`src/hw/rtl/distance_vector_router_unit_assert.svh`:
```
// Assertion macros shared by the distance-vector router RTL.
// No dependencies; included by the modules that check their own logic.
`ifndef DISTANCE_VECTOR_ROUTER_UNIT_ASSERT_SVH
`define DISTANCE_VECTOR_ROUTER_UNIT_ASSERT_SVH

// Check a condition in the same cycle as its trigger.
`define DVR_ASSERT_NOW(label, clk, rst, trig, cond, msg) \
   label: assert property (@(posedge clk) disable iff (rst) (trig) |-> (cond)) \
      else $error(msg);

// Check a condition in the cycle after its trigger.
`define DVR_ASSERT_NEXT(label, clk, rst, trig, cond, msg) \
   label: assert property (@(posedge clk) disable iff (rst) (trig) |=> (cond)) \
      else $error(msg);

`endif

```
`src/hw/rtl/dvr_pkg.sv`:
```
// Shared types, codes and helpers for the distance-vector router.
// No dependencies; imported by the router top, controller and datapath.
package dvr_pkg;

   localparam int NODE_W = 5;
   localparam int DIST_W = 8;
   localparam int GATE_W = 3;
   localparam int HOP_W  = 8;

   localparam logic [1:0] CMD_ADVERTISE = 2'd0;
   localparam logic [1:0] CMD_ENTRY     = 2'd1;
   localparam logic [1:0] CMD_PACKET    = 2'd2;

   localparam logic [1:0] KIND_TABLE   = 2'd0;
   localparam logic [1:0] KIND_DELIVER = 2'd1;
   localparam logic [1:0] KIND_FORWARD = 2'd2;

   localparam logic [7:0] COUNT_MAX = 8'hFF;

   typedef struct packed {
      logic [1:0]        command;
      logic [NODE_W-1:0] node;
      logic [DIST_W-1:0] distance;
      logic [GATE_W-1:0] arrival_gate;
      logic              last;
      logic [HOP_W-1:0]  hop_count;
   } req_type;

   typedef struct packed {
      logic [1:0]        result_kind;
      logic [GATE_W-1:0] gate;
      logic [NODE_W-1:0] out_node;
      logic [DIST_W-1:0] out_distance;
      logic [HOP_W-1:0]  out_hop_count;
      logic              end_of_table;
   } rsp_type;

   typedef enum logic [2:0] {
      ST_IDLE,
      ST_ENTRY,
      ST_PACKET,
      ST_WALK_SCAN,
      ST_WALK_EMIT,
      ST_WALK_SELF
   } state_type;

   typedef struct packed {
      logic capture;
      logic entry_commit;
      logic pkt_load;
      logic walk_read;
      logic walk_step;
      logic walk_load;
      logic self_load;
   } ctrl_type;

   typedef struct packed {
      logic entry_adv;
      logic scan_hit;
      logic scan_more;
      logic extra_self;
      logic out_free;
   } status_type;

   // Add one, saturating at the top of the 8-bit range.
   function automatic logic [7:0] sat_inc(input logic [7:0] value);
      logic [7:0] result;
      if (value == COUNT_MAX) begin
         result = COUNT_MAX;
      end else begin
         result = value + 8'd1;
      end
      return result;
   endfunction

endpackage

```
`src/hw/rtl/dvr_ram.sv`:
```
// Generic single-write, single-read RAM with registered read data.
// No dependencies; holds the router's distance and gate table.
module dvr_ram #(
   parameter int WIDTH = 11,
   parameter int DEPTH = 32
) (
   input  logic                     clock,
   input  logic                     wr_en,
   input  logic [$clog2(DEPTH)-1:0] wr_addr,
   input  logic [WIDTH-1:0]         wr_data,
   input  logic                     rd_en,
   input  logic [$clog2(DEPTH)-1:0] rd_addr,
   output logic [WIDTH-1:0]         rd_data
);

   logic [WIDTH-1:0] mem_ff [DEPTH];
   logic [WIDTH-1:0] rd_data_ff;

   always_ff @(posedge clock) begin
      if (wr_en) begin
         mem_ff[wr_addr] <= wr_data;
      end
      if (rd_en) begin
         rd_data_ff <= mem_ff[rd_addr];
      end
   end

   assign rd_data = rd_data_ff;

endmodule

```
`src/hw/rtl/dvr_datapath.sv`:
```
// Router datapath: item latch, known bits, route RAM, walk index, result register.
// Depends on dvr_pkg, dvr_ram and the assertion macro header.
`include "distance_vector_router_unit_assert.svh"

module dvr_datapath import dvr_pkg::*; #(
   parameter int NODES = 32,
   parameter int GATES = 8
) (
   input  logic              clock,
   input  logic              reset,
   input  req_type           req_data,
   input  logic              csr_valid,
   input  logic [NODE_W-1:0] csr_data,
   input  ctrl_type          ctl,
   output status_type        stat,
   output logic              rsp_valid,
   input  logic              rsp_stall,
   output rsp_type           rsp_data
);

   localparam int DEPTH = (NODES < (1 << NODE_W)) ? NODES : (1 << NODE_W);
   localparam int IDX_W = $clog2(DEPTH);
   localparam int RAM_W = DIST_W + GATE_W;

   req_type           req_ff, req_in;
   logic [NODE_W-1:0] self_ff, self_in;
   logic [DEPTH-1:0]  known_ff, known_in;
   logic              changed_ff, changed_in;
   logic [IDX_W-1:0]  idx_ff, idx_in;
   logic              rsp_valid_ff, rsp_valid_in;
   rsp_type           rsp_ff, rsp_in;

   logic [IDX_W-1:0]  node_idx;
   logic              node_in_range;
   logic              self_in_range;
   logic              gate_ok;
   logic              known_hit;
   logic              entry_ok;
   logic              upd;
   logic [DIST_W-1:0] new_dist;
   logic [DEPTH-1:0]  present;
   logic [DEPTH-1:0]  above;
   logic              ram_wr_en;
   logic              ram_rd_en;
   logic [IDX_W-1:0]  ram_rd_addr;
   logic [RAM_W-1:0]  ram_wr_data;
   logic [RAM_W-1:0]  ram_rd_data;
   logic [DIST_W-1:0] ram_dist;
   logic [GATE_W-1:0] ram_gate;

   dvr_ram #(
      .WIDTH (RAM_W),
      .DEPTH (DEPTH)
   ) u_route_ram (
      .clock   (clock),
      .wr_en   (ram_wr_en),
      .wr_addr (node_idx),
      .wr_data (ram_wr_data),
      .rd_en   (ram_rd_en),
      .rd_addr (ram_rd_addr),
      .rd_data (ram_rd_data)
   );

   assign ram_dist = ram_rd_data[RAM_W-1:GATE_W];
   assign ram_gate = ram_rd_data[GATE_W-1:0];

   // Entry and packet decode on the latched word; RAM data belongs to it.
   always_comb begin
      node_idx      = req_ff.node[IDX_W-1:0];
      node_in_range = 32'(req_ff.node) < NODES;
      self_in_range = 32'(self_ff) < NODES;
      gate_ok       = 32'(req_ff.arrival_gate) < GATES;
      known_hit     = node_in_range && known_ff[node_idx];
      new_dist      = sat_inc(req_ff.distance);
      entry_ok      = node_in_range && gate_ok && (req_ff.node != self_ff);
      upd           = entry_ok && (!known_hit || (new_dist < ram_dist));
   end

   // Table walk: entries to advertise and whether any lie beyond the index.
   always_comb begin
      for (int j = 0; j < DEPTH; j++) begin
         present[j] = known_ff[j] || (self_in_range && (self_ff == NODE_W'(j)));
         above[j]   = present[j] && (IDX_W'(j) > idx_ff);
      end
   end

   assign ram_wr_en   = ctl.entry_commit && upd;
   assign ram_wr_data = {new_dist, req_ff.arrival_gate};
   assign ram_rd_en   = ctl.capture || ctl.walk_read;
   assign ram_rd_addr = ctl.capture ? req_data.node[IDX_W-1:0] : idx_ff;

   assign stat.entry_adv  = req_ff.last && (changed_ff || upd);
   assign stat.scan_hit   = present[idx_ff];
   assign stat.scan_more  = |above;
   assign stat.extra_self = !self_in_range;
   assign stat.out_free   = !rsp_valid_ff || !rsp_stall;

   always_comb begin
      req_in       = ctl.capture ? req_data : req_ff;
      self_in      = csr_valid ? csr_data : self_ff;
      known_in     = known_ff;
      changed_in   = changed_ff;
      idx_in       = idx_ff;
      rsp_valid_in = rsp_valid_ff && rsp_stall;
      rsp_in       = rsp_ff;

      if (ram_wr_en) begin
         known_in[node_idx] = 1'b1;
      end
      if (ctl.entry_commit) begin
         changed_in = stat.entry_adv ? 1'b0 : (changed_ff || upd);
      end
      if (ctl.capture) begin
         idx_in = '0;
      end else if (ctl.walk_step) begin
         idx_in = idx_ff + IDX_W'(1);
      end

      if (ctl.pkt_load) begin
         rsp_valid_in         = 1'b1;
         rsp_in.out_node      = req_ff.node;
         rsp_in.out_distance  = '0;
         rsp_in.end_of_table  = 1'b0;
         if (req_ff.node == self_ff) begin
            rsp_in.result_kind   = KIND_DELIVER;
            rsp_in.gate          = '0;
            rsp_in.out_hop_count = req_ff.hop_count;
         end else begin
            rsp_in.result_kind   = KIND_FORWARD;
            rsp_in.gate          = known_hit ? ram_gate : '0;
            rsp_in.out_hop_count = sat_inc(req_ff.hop_count);
         end
      end else if (ctl.walk_load) begin
         rsp_valid_in         = 1'b1;
         rsp_in.result_kind   = KIND_TABLE;
         rsp_in.gate          = '0;
         rsp_in.out_node      = NODE_W'(idx_ff);
         rsp_in.out_distance  = (NODE_W'(idx_ff) == self_ff) ? '0 : ram_dist;
         rsp_in.out_hop_count = '0;
         rsp_in.end_of_table  = !stat.scan_more && !stat.extra_self;
      end else if (ctl.self_load) begin
         rsp_valid_in         = 1'b1;
         rsp_in.result_kind   = KIND_TABLE;
         rsp_in.gate          = '0;
         rsp_in.out_node      = self_ff;
         rsp_in.out_distance  = '0;
         rsp_in.out_hop_count = '0;
         rsp_in.end_of_table  = 1'b1;
      end
   end

   always_ff @(posedge clock) begin
      if (reset) begin
         self_ff      <= '0;
         known_ff     <= '0;
         changed_ff   <= 1'b0;
         idx_ff       <= '0;
         rsp_valid_ff <= 1'b0;
      end else begin
         self_ff      <= self_in;
         known_ff     <= known_in;
         changed_ff   <= changed_in;
         idx_ff       <= idx_in;
         rsp_valid_ff <= rsp_valid_in;
      end
   end

   always_ff @(posedge clock) begin
      req_ff <= req_in;
      rsp_ff <= rsp_in;
   end

   assign rsp_valid = rsp_valid_ff;
   assign rsp_data  = rsp_ff;

   `DVR_ASSERT_NOW(a_rsp_no_overwrite, clock, reset, ctl.pkt_load || ctl.walk_load || ctl.self_load, !rsp_valid_ff || !rsp_stall, "result word overwritten while stalled")
   `DVR_ASSERT_NEXT(a_known_grows, clock, reset, 1'b1, (known_ff & $past(known_ff)) == $past(known_ff), "known bit dropped")
   `DVR_ASSERT_NEXT(a_changed_cleared, clock, reset, ctl.entry_commit && stat.entry_adv, !changed_ff, "changed flag kept after table advertisement")

endmodule

```
`src/hw/rtl/dvr_ctrl.sv`:
```
// Router controller: state machine that sequences entries, packets and table walks.
// Depends on dvr_pkg and the assertion macro header.
`include "distance_vector_router_unit_assert.svh"

module dvr_ctrl import dvr_pkg::*; (
   input  logic       clock,
   input  logic       reset,
   input  logic       req_valid,
   input  logic [1:0] req_command,
   input  status_type stat,
   output ctrl_type   ctl,
   output logic       req_stall
);

   state_type state_ff, state_in;

   always_comb begin
      state_in = state_ff;
      case (state_ff)
         ST_IDLE: begin
            if (req_valid) begin
               case (req_command)
                  CMD_ADVERTISE: state_in = ST_WALK_SCAN;
                  CMD_ENTRY:     state_in = ST_ENTRY;
                  CMD_PACKET:    state_in = ST_PACKET;
                  default:       state_in = ST_IDLE;
               endcase
            end
         end
         ST_ENTRY: begin
            state_in = stat.entry_adv ? ST_WALK_SCAN : ST_IDLE;
         end
         ST_PACKET: begin
            if (stat.out_free) begin
               state_in = ST_IDLE;
            end
         end
         ST_WALK_SCAN: begin
            if (stat.scan_hit) begin
               state_in = ST_WALK_EMIT;
            end else if (!stat.scan_more) begin
               state_in = stat.extra_self ? ST_WALK_SELF : ST_IDLE;
            end
         end
         ST_WALK_EMIT: begin
            if (stat.out_free) begin
               if (stat.scan_more) begin
                  state_in = ST_WALK_SCAN;
               end else begin
                  state_in = stat.extra_self ? ST_WALK_SELF : ST_IDLE;
               end
            end
         end
         ST_WALK_SELF: begin
            if (stat.out_free) begin
               state_in = ST_IDLE;
            end
         end
         default: state_in = ST_IDLE;
      endcase
   end

   always_comb begin
      ctl       = '0;
      req_stall = 1'b1;
      case (state_ff)
         ST_IDLE: begin
            req_stall   = 1'b0;
            ctl.capture = req_valid;
         end
         ST_ENTRY: begin
            ctl.entry_commit = 1'b1;
         end
         ST_PACKET: begin
            ctl.pkt_load = stat.out_free;
         end
         ST_WALK_SCAN: begin
            ctl.walk_read = stat.scan_hit;
            ctl.walk_step = !stat.scan_hit && stat.scan_more;
         end
         ST_WALK_EMIT: begin
            ctl.walk_load = stat.out_free;
            ctl.walk_step = stat.out_free && stat.scan_more;
         end
         ST_WALK_SELF: begin
            ctl.self_load = stat.out_free;
         end
         default: begin
            req_stall = 1'b1;
         end
      endcase
   end

   always_ff @(posedge clock) begin
      if (reset) begin
         state_ff <= ST_IDLE;
      end else begin
         state_ff <= state_in;
      end
   end

   `DVR_ASSERT_NEXT(a_packet_dispatch, clock, reset, ctl.capture && (req_command == CMD_PACKET), state_ff == ST_PACKET, "packet word not dispatched")
   `DVR_ASSERT_NOW(a_self_tail_needed, clock, reset, state_ff == ST_WALK_SELF, stat.extra_self, "trailing self entry without cause")
   `DVR_ASSERT_NOW(a_step_has_work, clock, reset, ctl.walk_step, stat.scan_more, "walk advanced past the last entry")

endmodule

```
`src/hw/rtl/distance_vector_router_unit.sv`:
```
// Distance-vector router: a table entry is accepted, then compared and updated; a packet
// is accepted, then its result registered once the output is free. An advertisement
// walks the table one slot a cycle while no entry is found; a found entry is read through
// the single route RAM read port and emitted once the output is free, and an out-of-range
// self follows last. Synchronous reset clears known bits, changed flag, self_node and
// controller; RAM contents stay undefined and are used only behind a known bit.
module distance_vector_router_unit import dvr_pkg::*; #(
   parameter int NODES = 32,
   parameter int GATES = 8
) (
   input  logic              clock,
   input  logic              reset,
   // request channel: one table entry, advertise command or data packet per word
   input  logic              req_valid,
   output logic              req_stall,
   input  req_type           req_data,
   // result channel: table entries, deliveries and forwards
   output logic              rsp_valid,
   input  logic              rsp_stall,
   output rsp_type           rsp_data,
   // self_node register write
   input  logic              csr_valid,
   output logic              csr_ready,
   input  logic [NODE_W-1:0] csr_data
);

   ctrl_type   ctl;
   status_type stat;

   // Accept register writes at any time; the user, not the block, must let them arrive only while idle.
   assign csr_ready = 1'b1;

   // Sequence each word: dispatch on command, update, then walk when needed.
   dvr_ctrl u_ctrl (
      .clock       (clock),
      .reset       (reset),
      .req_valid   (req_valid),
      .req_command (req_data.command),
      .stat        (stat),
      .ctl         (ctl),
      .req_stall   (req_stall)
   );

   // Hold the route table, the latched word and the result register.
   dvr_datapath #(
      .NODES (NODES),
      .GATES (GATES)
   ) u_datapath (
      .clock     (clock),
      .reset     (reset),
      .req_data  (req_data),
      .csr_valid (csr_valid),
      .csr_data  (csr_data),
      .ctl       (ctl),
      .stat      (stat),
      .rsp_valid (rsp_valid),
      .rsp_stall (rsp_stall),
      .rsp_data  (rsp_data)
   );

endmodule
```
`config.mk`:
```
export PLATFORM = sky130hd
export DESIGN_NAME = distance_vector_router_unit
export DESIGN_NICKNAME = d
export VERILOG_FILES = /design/src/hw/rtl/dvr_pkg.sv /design/src/hw/rtl/dvr_ram.sv /design/src/hw/rtl/dvr_datapath.sv /design/src/hw/rtl/dvr_ctrl.sv /design/src/hw/rtl/distance_vector_router_unit.sv
export VERILOG_INCLUDE_DIRS = /design/src /design/src/hw/rtl
export SDC_FILE = /design/constraint.sdc
export NUM_CORES = 1
export LEC_CHECK = 0
export BUFFER_PORTS_ARGS = -buffer_cell sky130_fd_sc_hd__buf_2
export CAP_MARGIN = 20
export CORE_ASPECT_RATIO = 1.2
export CORE_UTILIZATION = 30
export CTS_CLUSTER_SIZE = 10
export DETAILED_ROUTE_END_ITERATION = 8
export PLACE_DENSITY_LB_ADDON = 0.1
export SYNTH_ARGS = -nofsm -noshare
export SYNTH_HDL_FRONTEND = slang
export SYNTH_SLANG_ARGS = --single-unit
```
`constraint.sdc`:
```
create_clock -name clock -period 8.8 [get_ports clock]
set_clock_uncertainty 0.1 [all_clocks]
set_input_delay 0.44 -clock clock [delete_from_list [all_inputs] [get_ports clock]]
set_output_delay 0.44 -clock clock [all_outputs]
set_load 0.1 [all_outputs]
```
==> results.cfg <==
[outcome]
status = complete, no violations

[floorplanning]
num_rows = 103
fp.dieH_um = 284
ios = 67
die-area_um2 = 67400
fp.dieW_um = 237
initial_core_util = 0.303
core_um2 = 65700

[cts]
clockBufferDepth = 3
numCtsBuffers = 55
clk_latency_ns = 0.60
clkTransAtPathRegs_ns = 0.06
cts_tree = done
ctsResizeCount = 0
root_buffer = clkbuf_16
cts_sinks = 462
htree_levels = 2

[pwr]
clock_power_share = 0.412
p_leak_nw = 7.66
power_density_nw_per_um2 = 219
seqPwrFrac = 0.488
switching_power_mw = 1.23
internal-power_mw = 3.84
power.share.combinational = 0.100
ir_drop_uv = 121
power_mw = 5.07
swShare = 0.243

[route]
viasPerCell = 5.22
wirelength_mm = 58.3
routedWlPerCell_um = 25.4
first_pass_iters = 5
drcViolationCount = 0
drt_iter0_markers = 833
via_count = 12000
detail-route-antenna-nets = 0

[worst_hold_path]
hold_path_end = u_datapath.node_idx[1]
hold_depth = 1
hp-class = primary input to flip-flop
min_from = req_data[21]

[sta]
timing.hold.ws_ns = 0.0450
finalCritPeriodShare = 0.592
fin_setup_tns_ns = 0
finalHoldViolCount = 0
setup_ws_ns = 3.59
slew-limit-headroom = 0.296
tightest_slew_ns = 1.05
setup_viol = 0
clock.fmax_mhz = 192
rsz0062_at_grt = false
post-route-min-period_ns = 5.21
finalMaxSlewViolations = 0

[placement]
io_buffers = 65
post-dp-hpwl_mm = 38.4
dp_slack_ns = 3.53
place_inst = 2178
place_area_um2 = 21200
place_congestion = 0.852

[cells_and_area]
diodes = 0
drive_gt1_frac = 0.202
instances_no_fill = 2300
stdcell_area_um2 = 23200
nNetsFinal = 1478
area_growth_pct = 16.4
final_core_util = 0.352
fill_cells = 6317

[synth]
synth_area_per_cell_um2 = 15.0
synthTopCellsByArea = edfxtp_1 (61%), mux4_2 (10%), dfxtp_1 (5.6%), mux2i_1 (2.1%), nor2_1 (2.0%)
synth_seq_area_share = 0.669
ys.warnings.count = 0
async_flop_share = 0
synth_largest_area_cell = edfxtp_1
synthesis.area_um2 = 19900
syn-num-nets = 1381
post-synth-top-count-cell = edfxtp_1
ys_top_cells_by_count = edfxtp_1 (406), nor2_1 (104), nand2_1 (102), mux4_2 (89), a21oi_1 (73)
ys_seq_elements = 462
synthFlopType = edfxtp_1
synth-edff-count = 406
yosysTopAreaCellShare = 0.612
postSynthCellCount = 1331
ys_types = 84

[worst_setup_path]
reg2reg_depth = 13
critPathArrivalTime_ns = 5.31
crit_type = flip-flop to flip-flop
cpMaxStageDelayCell = nor2_1
rrSetupSlack_ns = 3.59
cp-end-kind = flip-flop
crit_chain = ha_1, nand2_1, or3_1, nand2_1, buf_4, ha_1, a211oi_1, nor2_1, nor3_1, nand2_1, a21oi_2, nand3_1, nor2_1
r2r_end = u_datapath.u_route_ram.mem_ff[19][0]
slowest_delay_ns = 1.06
crit_path_start_kind = flip-flop
r2r_start = u_datapath.req_ff[12]
crit_path_frequent_cell = nand2_1
path_max_fanout = 33
cp.required_ns = 8.91

[flow_run]
cap_violations = 0

[grt]
grt_usage = 0.174
grt_max_degree = 89
overflow = 0
grt_first_pass_wirelength_mm = 85.7
grt_pass1_vias = 12300
antenna_found_initial = 0
## cells by family (layout without fill, tap and decap cells)
kind of cell    after synthesis  in the layout  share of synthesized area
fa+ha+maj                    13             13                    0.00817
simple gates                397            397                      0.101
compound gates              196            196                     0.0652
flops                       462            462                      0.669
buf+inv                     108            237                     0.0243
other cells                   1              1                   0.000188
mux                         137            137                      0.125
xor+xnor                     17             17                    0.00748
## worst max path at each step
stage	start	endpoint	slack [ns]	depth (start not counted)
floorplan	u_datapath.req_ff[12]	u_datapath.u_route_ram.mem_ff[12][0]	3.98	13
global placement	u_datapath.req_ff[12]	u_datapath.u_route_ram.mem_ff[9][5]	3.60	13
detailed placement	u_datapath.req_ff[12]	u_datapath.u_route_ram.mem_ff[9][5]	3.53	13
CTS	u_datapath.req_ff[12]	u_datapath.u_route_ram.mem_ff[9][5]	3.50	13
global route	u_datapath.req_ff[12]	u_datapath.u_route_ram.mem_ff[9][1]	3.26	14
finish	u_datapath.req_ff[12]	u_datapath.u_route_ram.mem_ff[19][0]	3.59	13
## layer usage
layer | wire, um | GRT usage | vias up | share of wire
li1 | - | - | 5401 | -
met1 | 24200 | 0.215 | 6176 | 0.41
met2 | 30200 | 0.309 | 328 | 0.52
met3 | 2470 | 0.0293 | 94 | 0.042
met4 | 1520 | 0.0508 | 0 | 0.026
met5 | 0 | 0 | - | 0
## placed cells by master (no fill, tap or decap), drive strengths merged, types with 7 or more instances in the layout
| cell | netlist | layout |
|---|---|---|
| nand2b | 12 | 12 |
| a22o | 9 | 9 |
| mux4 | 89 | 89 |
| nor2b | 12 | 12 |
| dfxtp | 56 | 56 |
| dlygate4sd3 | 0 | 29 |
| mux2 | 7 | 7 |
| a32oi | 12 | 12 |
| o22ai | 9 | 9 |
| a211oi | 13 | 13 |
| clkbuf | 45 | 84 |
| or3 | 7 | 7 |
| nor2 | 105 | 105 |
| and3 | 22 | 22 |
| nand2 | 102 | 102 |
| nor3b | 10 | 10 |
| xor2 | 10 | 10 |
| nor3 | 24 | 24 |
| inv | 19 | 19 |
| xnor2 | 7 | 7 |
| a21oi | 75 | 75 |
| buf | 44 | 98 |
| mux2i | 41 | 41 |
| and2 | 8 | 8 |
| nand3b | 10 | 10 |
| nand3 | 47 | 47 |
| o21ai | 17 | 17 |
| a31oi | 21 | 21 |
| nor4 | 7 | 7 |
| ha | 13 | 13 |
| nand4 | 7 | 7 |
| edfxtp | 406 | 406 |
## power groups by stage
stage	Sequential (mW)	Clock, mW	Combinational (mW)
6_report	2.47	2.09	0.509
5_1_grt	2.48	2.23	0.546
4_1_cts	2.48	2.15	0.519
3_5_place_dp	2.52	0	0.508
3_3_place_gp	2.52	0	0.510
2_1_floorplan	2.56	0	0.272
## cell type report
class | instances | area [um^2] | area share
clock buffers | 82 | 1560 | 0.0674
clock inverters | 7 | 57.6 | 0.00248
inverters | 19 | 71.3 | 0.00308
multi-input cells | 761 | 6210 | 0.268
flip-flops and latches | 462 | 13300 | 0.575
well taps | 840 | 1050 | 0.0454
repair buffers | 129 | 901 | 0.0389
## worst max-delay path, delay by kind of cell (launching register included)
kind	cells	cell delay (ns)
AND/OR/NAND/NOR	8	2.73
adder cells (fa/ha/maj)	2	0.55
AO/OA/AOI/OAI	2	0.65
flip-flops	1	0.41
buffers and inverters	1	0.35
## state kept, by name, summed over array words and instances, names as in the netlist
register / count
u_datapath.u_route_ram.rd_data: 11
u_datapath.node_idx: 5
u_datapath.ram_wr_data: 3
u_datapath.changed_ff: 1
u_datapath.self_ff: 5
u_datapath.req_ff: 17
u_datapath.known_ff: 32
u_datapath.rsp_valid: 1
u_ctrl.state_ff: 3
u_datapath.idx_ff: 5
u_datapath.rsp_data: 27
u_datapath.u_route_ram.mem_ff: 352
## what timing repair did
| item | 4_1_cts | 5_1_grt |
|---|---|---|
| hold endpoints to repair | 29 | 0 |
| hold buffers | 29 | 0 |
| setup buffers | 0 | 0 |
Note: power is estimated with default switching activity, not from simulation.
